## src/hdl/yenc_pkg.sv

```systemverilog
// yenc_pkg: shared types, constants and helper functions for the yEnc stream codec
// used by yenc_step, yenc_serial and yenc_stream_codec_core; no dependencies
package yenc_pkg;

    localparam int unsigned LINE_W = 13;

    localparam logic [7:0] ADD_OFFSET = 8'h2A;
    localparam logic [7:0] SUB_PLAIN  = 8'hD6;
    localparam logic [7:0] ESC_SHIFT  = 8'h40;
    localparam logic [7:0] ESC_CHAR   = 8'h3D;
    localparam logic [7:0] LINE_FEED  = 8'h0A;

    localparam logic [LINE_W-1:0] DEFAULT_LINE    = LINE_W'(128);
    localparam logic [LINE_W-1:0] MAX_LINE_LENGTH = LINE_W'(4096);

    typedef enum logic
    {
        REG_CODEC_MODE  = 1'b0,
        REG_LINE_LENGTH = 1'b1
    } reg_idx_t;

    typedef enum logic
    {
        MODE_ENCODE = 1'b0,
        MODE_DECODE = 1'b1
    } codec_mode_t;

    typedef struct packed
    {
        codec_mode_t       mode;
        logic [LINE_W-1:0] line_length;
    } cfg_t;

    // up to four output words caused by one input word
    typedef struct packed
    {
        logic [3:0][7:0] bytes;
        logic [1:0]      last_idx;
        logic            stop;
        logic            str_end;
    } group_t;

    function automatic logic is_critical(input logic [7:0] v);
        logic r;
        r = (v == 8'h00) || (v == 8'h09) || (v == 8'h0A) || (v == 8'h0D) ||
            (v == 8'h2E) || (v == ESC_CHAR);
        return r;
    endfunction

    function automatic logic [LINE_W-1:0] eff_line(input logic [LINE_W-1:0] n);
        logic [LINE_W-1:0] r;
        r = n;
        if (n == '0)
        begin
            r = DEFAULT_LINE;
        end
        else if (n > MAX_LINE_LENGTH)
        begin
            r = MAX_LINE_LENGTH;
        end
        return r;
    endfunction

endpackage

```

## src/hdl/yenc_step.sv

```systemverilog
// yenc_step: per-word encode/decode logic and the string state registers
// (line position, escape flag, halt flag); depends on yenc_pkg
module yenc_step
(
    input  logic                           clk,
    input  logic                           rst_n,
    input  yenc_pkg::cfg_t                 cfg,
    input  logic                           fire,
    input  logic [7:0]                     data_byte,
    input  logic                           last_in,
    output logic                           has_result,
    output yenc_pkg::group_t               group
);

    logic [yenc_pkg::LINE_W-1:0] line_pos_reg;
    logic [yenc_pkg::LINE_W-1:0] line_pos_next;
    logic                        escape_reg;
    logic                        escape_next;
    logic                        halted_reg;
    logic                        halted_next;

    logic [yenc_pkg::LINE_W-1:0] len;
    logic [yenc_pkg::LINE_W-1:0] pos1;
    logic [yenc_pkg::LINE_W-1:0] pos_mid;
    logic [yenc_pkg::LINE_W-1:0] pos_after;
    logic [7:0]                  enc_x;
    logic [7:0]                  enc_esc;
    logic                        enc_crit;
    logic                        lf_mid;
    logic                        lf_end;
    logic [7:0]                  dec_shift;

    always_comb
    begin
        len       = yenc_pkg::eff_line(cfg.line_length);
        enc_x     = data_byte + yenc_pkg::ADD_OFFSET;
        enc_esc   = enc_x + yenc_pkg::ESC_SHIFT;
        enc_crit  = yenc_pkg::is_critical(enc_x);
        pos1      = line_pos_reg + yenc_pkg::LINE_W'(1);
        lf_mid    = enc_crit && (pos1 >= len);
        pos_mid   = lf_mid ? yenc_pkg::LINE_W'(1) : (pos1 + yenc_pkg::LINE_W'(1));
        pos_after = enc_crit ? pos_mid : pos1;
        lf_end    = (pos_after >= len);
        dec_shift = escape_reg ? yenc_pkg::ESC_SHIFT : 8'h00;

        group         = '0;
        group.str_end = last_in;
        has_result    = 1'b0;
        line_pos_next = line_pos_reg;
        escape_next   = escape_reg;
        halted_next   = halted_reg;

        case (cfg.mode)
            yenc_pkg::MODE_ENCODE:
            begin
                has_result    = 1'b1;
                line_pos_next = lf_end ? '0 : pos_after;
                if (!enc_crit)
                begin
                    group.bytes[0] = enc_x;
                    group.bytes[1] = yenc_pkg::LINE_FEED;
                    group.last_idx = lf_end ? 2'd1 : 2'd0;
                end
                else if (lf_mid)
                begin
                    group.bytes[0] = yenc_pkg::ESC_CHAR;
                    group.bytes[1] = yenc_pkg::LINE_FEED;
                    group.bytes[2] = enc_esc;
                    group.bytes[3] = yenc_pkg::LINE_FEED;
                    group.last_idx = lf_end ? 2'd3 : 2'd2;
                end
                else
                begin
                    group.bytes[0] = yenc_pkg::ESC_CHAR;
                    group.bytes[1] = enc_esc;
                    group.bytes[2] = yenc_pkg::LINE_FEED;
                    group.last_idx = lf_end ? 2'd2 : 2'd1;
                end
            end
            yenc_pkg::MODE_DECODE:
            begin
                if (!halted_reg)
                begin
                    if (yenc_pkg::is_critical(data_byte))
                    begin
                        if (data_byte == yenc_pkg::ESC_CHAR)
                        begin
                            escape_next = 1'b1;
                        end
                    end
                    else if (escape_reg &&
                             !yenc_pkg::is_critical(data_byte - yenc_pkg::ESC_SHIFT))
                    begin
                        // invalid escape: flag once, drop the rest of the string
                        halted_next = 1'b1;
                        escape_next = 1'b0;
                        has_result  = 1'b1;
                        group.stop  = 1'b1;
                    end
                    else
                    begin
                        has_result     = 1'b1;
                        group.bytes[0] = data_byte + yenc_pkg::SUB_PLAIN - dec_shift;
                        escape_next    = 1'b0;
                    end
                end
            end
            default:
            begin
                has_result = 1'b0;
            end
        endcase

        if (last_in)
        begin
            line_pos_next = '0;
            escape_next   = 1'b0;
            halted_next   = 1'b0;
        end
    end

    always_ff @(posedge clk or negedge rst_n)
    begin
        if (!rst_n)
        begin
            line_pos_reg <= '0;
            escape_reg   <= 1'b0;
            halted_reg   <= 1'b0;
        end
        else if (fire)
        begin
            line_pos_reg <= line_pos_next;
            escape_reg   <= escape_next;
            halted_reg   <= halted_next;
        end
    end

endmodule

```

## src/hdl/yenc_serial.sv

```systemverilog
// yenc_serial: result register holding one word group, sent out one word per cycle
// while m_tready is high; depends on yenc_pkg
module yenc_serial
(
    input  logic             clk,
    input  logic             rst_n,
    input  logic             load,
    input  yenc_pkg::group_t group,
    output logic             free,
    output logic             m_tvalid,
    input  logic             m_tready,
    output logic [7:0]       m_tdata,
    output logic             m_tlast,
    output logic [1:0]       m_tuser
);

    yenc_pkg::group_t grp_reg;
    logic             valid_reg;
    logic [1:0]       idx_reg;
    logic             at_last;

    assign at_last  = (idx_reg == grp_reg.last_idx);
    // room for a new group when empty, or once the last word of the current one leaves
    assign free     = !valid_reg || (m_tready && at_last);

    assign m_tvalid = valid_reg;
    assign m_tdata  = grp_reg.bytes[idx_reg];
    assign m_tlast  = at_last;
    assign m_tuser  = {grp_reg.str_end, grp_reg.stop};

    always_ff @(posedge clk)
    begin
        if (load)
        begin
            grp_reg <= group;
        end
    end

    always_ff @(posedge clk or negedge rst_n)
    begin
        if (!rst_n)
        begin
            valid_reg <= 1'b0;
            idx_reg   <= '0;
        end
        else if (load)
        begin
            valid_reg <= 1'b1;
            idx_reg   <= '0;
        end
        else if (valid_reg && m_tready)
        begin
            if (at_last)
            begin
                valid_reg <= 1'b0;
            end
            else
            begin
                idx_reg <= idx_reg + 2'd1;
            end
        end
    end

endmodule

```

## src/hdl/yenc_stream_codec_core.sv

```systemverilog
// yenc_stream_codec_core: top level of the yEnc byte-stream encoder/decoder
// depends on yenc_pkg, yenc_step and yenc_serial
//
// The block sends one output word per cycle while m_tready is high. An input
// word is taken when the result register is empty, or in the same cycle that
// the last word of the previous result group leaves. An encoded input word
// yields one to four words (character, optional escape and up to two line
// feeds), a decoded one a single word, and a decode input that yields nothing
// (skipped or halted) loads no group. String state clears after a word with
// s_tlast set. Configuration writes take effect at the next clock edge.
module yenc_stream_codec_core
(
    input  logic                              clk,
    input  logic                              rst_n,
    input  logic                              cfg_wen,
    input  yenc_pkg::reg_idx_t                cfg_addr,
    input  logic [yenc_pkg::LINE_W-1:0]       cfg_wdata,
    input  logic                              s_tvalid,
    output logic                              s_tready,
    input  logic [7:0]                        s_tdata,   // [7:0] data_byte
    input  logic                              s_tlast,   // last_in
    output logic                              m_tvalid,
    input  logic                              m_tready,
    output logic [7:0]                        m_tdata,   // [7:0] out_byte
    output logic                              m_tlast,   // run_last
    output logic [1:0]                        m_tuser    // [0] decode_stop, [1] string_end
);

    yenc_pkg::cfg_t   cfg_reg;
    yenc_pkg::group_t group;
    logic             has_result;
    logic             fire;
    logic             free;

    always_ff @(posedge clk or negedge rst_n)
    begin
        if (!rst_n)
        begin
            cfg_reg.mode        <= yenc_pkg::MODE_ENCODE;
            cfg_reg.line_length <= yenc_pkg::DEFAULT_LINE;
        end
        else if (cfg_wen)
        begin
            case (cfg_addr)
                yenc_pkg::REG_CODEC_MODE:
                begin
                    cfg_reg.mode <= yenc_pkg::codec_mode_t'(cfg_wdata[0]);
                end
                yenc_pkg::REG_LINE_LENGTH:
                begin
                    cfg_reg.line_length <= cfg_wdata;
                end
                default:
                begin
                    cfg_reg <= cfg_reg;
                end
            endcase
        end
    end

    assign s_tready = free;
    assign fire     = s_tvalid && s_tready;

    yenc_step u_step
    (
        .clk        (clk),
        .rst_n      (rst_n),
        .cfg        (cfg_reg),
        .fire       (fire),
        .data_byte  (s_tdata),
        .last_in    (s_tlast),
        .has_result (has_result),
        .group      (group)
    );

    yenc_serial u_serial
    (
        .clk      (clk),
        .rst_n    (rst_n),
        .load     (fire && has_result),
        .group    (group),
        .free     (free),
        .m_tvalid (m_tvalid),
        .m_tready (m_tready),
        .m_tdata  (m_tdata),
        .m_tlast  (m_tlast),
        .m_tuser  (m_tuser)
    );

endmodule

```

## config.mk

```make
export PLATFORM = sky130hd
export DESIGN_NAME = yenc_stream_codec_core
export DESIGN_NICKNAME = d
export VERILOG_FILES = /design/src/hdl/yenc_pkg.sv /design/src/hdl/yenc_step.sv /design/src/hdl/yenc_serial.sv /design/src/hdl/yenc_stream_codec_core.sv
export SDC_FILE = /design/constraint.sdc
export NUM_CORES = 1
export LEC_CHECK = 0
export ABC_AREA = 1
export BUFFER_PORTS_ARGS = -buffer_cell sky130_fd_sc_hd__buf_2
export CAP_MARGIN = 0
export CORE_MARGIN = 4
export CORE_UTILIZATION = 25
export DETAILED_ROUTE_END_ITERATION = 16
export GPL_TIMING_DRIVEN = 0
export PLACE_DENSITY_LB_ADDON = 0.05
export SETUP_SLACK_MARGIN = 0.02
export SLEW_MARGIN = 15
export SYNTH_ARGS = -nofsm -noshare
export SYNTH_HDL_FRONTEND = slang
export SYNTH_HIERARCHICAL = 1
export SYNTH_SLANG_ARGS = --single-unit
```

## constraint.sdc

```tcl
create_clock -name clk -period 4.15 [get_ports clk]
set_input_delay 0.6225 -clock clk [delete_from_list [all_inputs] [get_ports clk]]
set_output_delay 0.6225 -clock clk [all_outputs]
set_load 0.02 [all_outputs]
```

==> results of run 1 <==
-- path summary, 6_finish.rpt --
| check | from | to | slack (ns) | cells after the start |
|---|---|---|---|---|
| worst min register to register | cfg_reg[7] | cfg_reg[7] | 0.48 | 2 |
| min in group clk | cfg_reg[7] | cfg_reg[7] | 0.48 | 2 |
| max in group asynchronous | rst_n | cfg_reg[2] | 3.21 | 1 |
| worst min-delay path | rst_n | u_serial/idx_reg[0] | 0.36 | 1 |
| worst max register to register | u_step/line_pos_reg[0] | u_serial/grp_reg[2] | -0.20 | 31 |
| worst max-delay path | u_step/line_pos_reg[0] | u_serial/grp_reg[2] | -0.20 | 31 |
-- metrics by stage --
step / area (um2) / utilization / cells / hold slack [ns] / power (mW)
2_1_floorplan: 5170 / - / 673 / 0.327 / 1.67
3_3_place_gp: 5700 / 0.283 / 982 / 0.471 / 2.00
3_5_place_dp: 5730 / 0.284 / 983 / 0.473 / 2.02
4_1_cts: 6700 / 0.332 / 1036 / 0.393 / 3.00
5_1_grt: 7030 / 0.349 / 1049 / 0.434 / 3.25
6_report: 7030 / 0.349 / 1049 / 0.359 / 3.01
-- power groups by stage --
stage	Combinational, mW	Clock (mW)	Sequential [mW]
2_1_floorplan	0.747	0	0.925
3_3_place_gp	1.05	0	0.949
3_5_place_dp	1.07	0	0.943
4_1_cts	1.18	0.883	0.932
5_1_grt	1.40	0.910	0.942
6_report	1.24	0.847	0.930
-- cell usage in the layout, fill, tap and decap left out, types with 4 or more instances in the layout --
master / instances
xor2_2: 9
nand3_2: 18
ha_4: 11
nand2_4: 10
xor2_1: 7
nand2_1: 153
inv_1: 64
ha_1: 26
o21ai_0: 30
conb_1: 6
a21oi_2: 5
a21oi_1: 13
clkbuf_16: 10
o22ai_1: 8
buf_12: 4
buf_4: 62
dfrtp_2: 4
nand3_4: 4
inv_2: 16
nand3_1: 34
nor3_1: 9
buf_2: 38
nor2_4: 10
dfrtp_1: 27
nand2_2: 23
nor2_2: 4
buf_6: 5
inv_4: 4
nand4_1: 8
nor2_1: 72
edfxtp_1: 36
-- layer usage --
metal,track usage,vias up
met1,0.163,2172
met5,0,-
met2,0.246,60
met3,0.0275,20
li1,-,2377
met4,0.0517,0
-- worst reg2reg max path: cells and delay by family, from the launching register on --
kind | cells | cell delay, ns
adder cells (fa/ha/maj) | 4 | 0.94
flip-flops | 1 | 0.45
XOR/XNOR | 1 | 0.19
AND/OR/NAND/NOR | 20 | 2.23
buffers and inverters | 6 | 0.42
-- logic make-up (layout without fill, tap and decap cells) --
kind of cell | count (synthesis) | count (layout) | synth area share
AND/OR/NAND/NOR | 358 | 358 | 0.322
buffers and inverters | 112 | 218 | 0.101
AO/OA/AOI/OAI | 71 | 71 | 0.0798
flip-flops | 68 | 68 | 0.368
adder cells (fa/ha/maj) | 38 | 38 | 0.0930
XOR/XNOR | 20 | 20 | 0.0357
other | 1 | 6 | 0.000733
-- repair_timing --
action	in CTS	in global routing
pin swaps	35	23
setup buffers	37	15
gates resized for setup	69	51
gates cloned	0	1
hold buffers	0	0
setup endpoints to repair	15	15
-- cell type report --
cell class                 count  area [um2]  share of cell area
inverter                      88         350              0.0498
clock buffer                   9         225              0.0320
timing repair buffer          91         646              0.0918
multi-input combinational    493        3300               0.469
clock inverter                 7        98.8              0.0141
buffer                        23         188              0.0267
tap                          270         338              0.0480
sequential                    68        1890               0.268
==> qor.csv, run 1 <==
metric;value;unit
hold_viol;0;
yosysWarnings;6;
fin_crit;4.35;ns
power-per-cell-area;429;nW/um2
p_int;1.86;mW
cp_top_family;simple AND/OR/NAND/NOR gates;
critPathKind;flip-flop to flip-flop;
viasPerCell;4.41;
dp_slack;-0.929;ns
post-route-drc-count;0;
postSynth.asyncResetShare;0.471;
dp_hpwl;11400;um
p_sw_frac;0.384;
wl_per_cell;14.1;um
wirelength;14800;um
power_frac_seq;0.309;
gp_congestion;0.793;
cts_sinks;68;
cts_buffer_depth;2;
synthTopCellsByArea;edfxtp_1, dfrtp_1, nand2_1;
power_frac_clock;0.281;
grt_pass1_wl;24300;um
period_share;1.05;
drt-met1-wl;6530;um
layout_setup_ws;-0.203;ns
synth_top_area_frac;0.211;
htreeDepth;3;
largest_reg_flops;34;
drive_gt1_frac;0.344;
irDropWorstVdd;199;uV
cp_max_fo;7;
tns;-1.16;ns
die_y;151;um
critPathBufInv;6;
top_layer;met4;
worstMarginPinSlew;0.804;ns
combPwrFrac;0.410;
fillers;2183;
die-area;22800;um2
grt_max_degree;33;
fin_skew;0.00715;ns
slowest_stage;dfrtp_2;
placementRows;52;
maxSlewHeadroom;0.464;
p_sw;1.16;mW
drt.antenna.violating_nets;0;
finalSetupViolCount;11;
cp-end-kind;flip-flop;
nets;840;
syn-cell-area;5110;um2
cp.required;4.36;ns
core;20200;um2
die_w;151;um
drv_slew;0;
rsz0062_at_grt;yes;
firstDrtPassIters;4;
grt_pass1_vias;4670;
hold_class;input port to asynchronous set/reset pin;
ys_ff_latch;68;
synth.most_common_cell;nand2_1;
antenna_cells;0;
area_delta_synth_final;37.6;%
synth_commonest_cells;nand2_1, nor2_1, inv_1, nand3_1, ha_1;
track_usage;0.138;
antenna_found_initial;0;
numCtsBuffers;9;
crit_arrival;4.57;ns
start_util;0.254;
grt_overflow;0;
cts_tree;yes;
critPathMaxStageDelay;0.45;ns
via_count;4629;
synth-seq-area-share;0.368;
start_kind;flip-flop;
status;finished with violations;
wl_met2;7480;um
synth.avg_cell_area;7.66;um2
p_leak;3.33;nW
clkTransAtPathRegs;0.06;ns
dr_wl_met3;417;um
drt_first_iter_violations;200;
ys_types;44;
cts-root-buf;clkbuf_16;
io_pins;41;
synth_edf_count;36;
ys.flop_type;edfxtp_1;
yosys.area.top_type;edfxtp_1;
violations;negative setup slack;
max_cap_violations;0;
portBuffers;39;
worstSkewPairLatency;0.34;ns
synthCells;668;
fmax;0.230;GHz
Note: power is estimated with default switching activity, not from simulation.
==> run 2, diff against run 1 <==
CORE_UTILIZATION = 23   (was 25)
SYNTH_HIERARCHICAL = unset   (was 1)
clock period = 5.6 ns   (was 4.15 ns; I/O delays follow)
==> run 2 against run 1 <==
Largest power group unchanged; sequential power shrank 35%; design area shrank 22%; highest routed layer unchanged; utilization shrank 6.9 points; the run now ends clean; hold slack gained 0.13 ns; final cell count shrank 12%; clock power shrank 28%; critical endpoint is now u_serial.grp_reg[2]; clock skew shrank 0.00057 ns; global-route usage shrank 1.1 points; via count shrank 14%; first-iteration DRC count grew 10%.
==> qor.csv, run 2 <==
metric;value;unit
grt_max_degree;33;
antenna_found_initial;0;
antenna_cells;0;
cp_common_cell;nand2_1;
drt_first_iter_violations;220;
drv_slew;0;
critPathBufInv;3;
drive_gt1_frac;0.165;
synthTopCellsByArea;edfxtp_1, dfrtp_1, nand2_1;
nets;715;
yosys.area.top_type;edfxtp_1;
hold_class;flip-flop to flip-flop;
portBuffers;40;
via_count;3999;
grt-busiest-layer;met2;
syn-cell-area;4590;um2
synthCells;600;
cts_buffer_depth;2;
holdCritStartpoint;cfg_reg[7];
track_usage;0.126;
die_y;149;um
irDropWorstVdd;156;uV
use_met1;0.152;
fin_worst_hold_slack;0.488;ns
fin_crit;5.00;ns
dp_hpwl;10700;um
cts_setup_buffers;0;
io_pins;41;
core;19500;um2
grt_overflow;0;
gp_congestion;0.865;
numCtsBuffers;9;
yosysWarnings;0;
ys_types;47;
tns;0;ns
die-area;22300;um2
post-route-drc-count;0;
p_leak;2.66;nW
cts_sinks;61;
synth-seq-area-share;0.365;
viasPerCell;4.34;
final_common_cell;nand2_1;
largest_reg_flops;27;
synth_top_area_frac;0.190;
power-per-cell-area;339;nW/um2
wirelength;13300;um
multiInputGateArea;2520;um2
hold_viol;0;
clkTransAtPathRegs;0.06;ns
cp_max_fo;10;
htreeDepth;3;
dp_slack;0.179;ns
synth_edf_count;29;
worstSkewPairLatency;0.34;ns
critPathMaxStageDelay;0.44;ns
cp_top_family;simple AND/OR/NAND/NOR gates;
status;completed;
drt.antenna.violating_nets;0;
cp.required;5.81;ns
critPathKind;flip-flop to flip-flop;
firstDrtPassIters;4;
wl_per_cell;14.4;um
start_util;0.235;
worstMarginPinSlew;0.813;ns
synth_commonest_cells;nand2_1, inv_1, nor2_1, nand3_1, ha_1;
ys.flop_type;dfrtp_1;
grt_util_met3;0.0280;
slowest_stage;dfrtp_2;
cts-root-buf;clkbuf_16;
cts-resized-gates;0;
layout_setup_ws;0.603;ns
synth.most_common_cell;nand2_1;
period_share;0.892;
mostFrequentLayoutCells;nand2_1, inv_1, nor2_1, nand3_1, buf_2;
fmax;0.200;GHz
finalSetupViolCount;0;
max_cap_violations;0;
fillers;2228;
cts_tree;yes;
maxSlewHeadroom;0.458;
die_w;149;um
rsz0062_at_grt;no;
cp-startpoint;u_step.line_pos_reg[0];
ys_ff_latch;61;
syn_nets;664;
grt_pass1_wl;21900;um
grt_use_met2;0.222;
postSynth.asyncResetShare;0.525;
crit_arrival;5.20;ns
area_delta_synth_final;18.9;%
fin_skew;0.00658;ns
seq_area;1670;um2
grt_pass1_vias;4153;
synth.avg_cell_area;7.65;um2
placementRows;51;
start_kind;flip-flop;
hold_buffers;0;
reg2reg_from;u_step.line_pos_reg[0];
cp-end-kind;flip-flop;
## run 2: cell types whose count changed after synthesis, moves of 7 or more
cell	delta
nand3_1	+7
nor2_1	-7
edfxtp_1	-7
nand3_2	-10
nand2_2	-9
o22ai_1	-8
nand2_1	-36
mux2_2	+9
buf_4	-13
## run 2: cells by family (layout without fill, tap and decap cells)
logic type | count (synthesis) | after routing | share of synthesized area
XOR/XNOR | 19 | 19 | 0.0395
flip-flops | 61 | 61 | 0.365
adder cells (fa/ha/maj) | 36 | 36 | 0.0981
AND/OR/NAND/NOR | 297 | 297 | 0.286
multiplexers | 9 | 9 | 0.0221
buffers and inverters | 103 | 159 | 0.0911
AO/OA/AOI/OAI | 75 | 75 | 0.0990
## run 2: metal layers
| layer | wire [um] | part of all wire | up-vias |
|---|---|---|---|
| met5 | 0 | 0 | - |
| met4 | 229 | 0.017 | 0 |
| met3 | 415 | 0.031 | 13 |
| met2 | 6740 | 0.51 | 54 |
| met1 | 5930 | 0.45 | 1855 |
| li1 | - | - | 2077 |
## run 2: per-stage QoR
step,cell area (um2),util,total power [mW],cells
final,5460,0.279,1.85,921
after global routing,5460,0.279,1.99,921
after CTS,5440,0.278,1.89,921
after detailed placement,5120,0.262,1.27,905
after global placement,5120,0.262,1.27,905
after floorplan,4590,-,1.05,600
## run 2: cell type report
| cell class | count | share of cell area |
|---|---|---|
| repair buffers | 40 | 0.0367 |
| multi-input cells | 436 | 0.461 |
| well taps | 265 | 0.0608 |
| clock buffers | 10 | 0.0420 |
| inverters | 88 | 0.0605 |
| flip-flops and latches | 61 | 0.307 |
| clock inverters | 6 | 0.0156 |
| plain buffers | 15 | 0.0165 |
## run 2: power breakdown
group          switching (mW)  internal (mW)
Clock                   0.217          0.389
Sequential             0.0415          0.567
Combinational           0.428          0.205
Total                   0.687           1.16
## run 2: worst reg2reg max path: cells and delay by family, from the launching register on
family | cells | cell delay (ns)
xor gates and xnor gates | 1 | 0.24
adders and majority gates | 4 | 0.90
DFF | 1 | 0.44
and+or+nand+nor | 18 | 2.17
AOI/OAI and AO/OA | 5 | 0.75
buffers and inverters | 3 | 0.39
## run 2: path summary, 6_finish.rpt
check	end	slack, ns	depth (start not counted)
min reg2reg	cfg_reg[7]	0.49	2
max reg2reg	u_serial.grp_reg[2]	0.60	31
min in group asynchronous	u_serial.idx_reg[1]	0.58	1
max	u_serial.grp_reg[2]	0.60	31
min	cfg_reg[7]	0.49	2
max in group asynchronous	u_step.line_pos_reg[0]	4.44	1
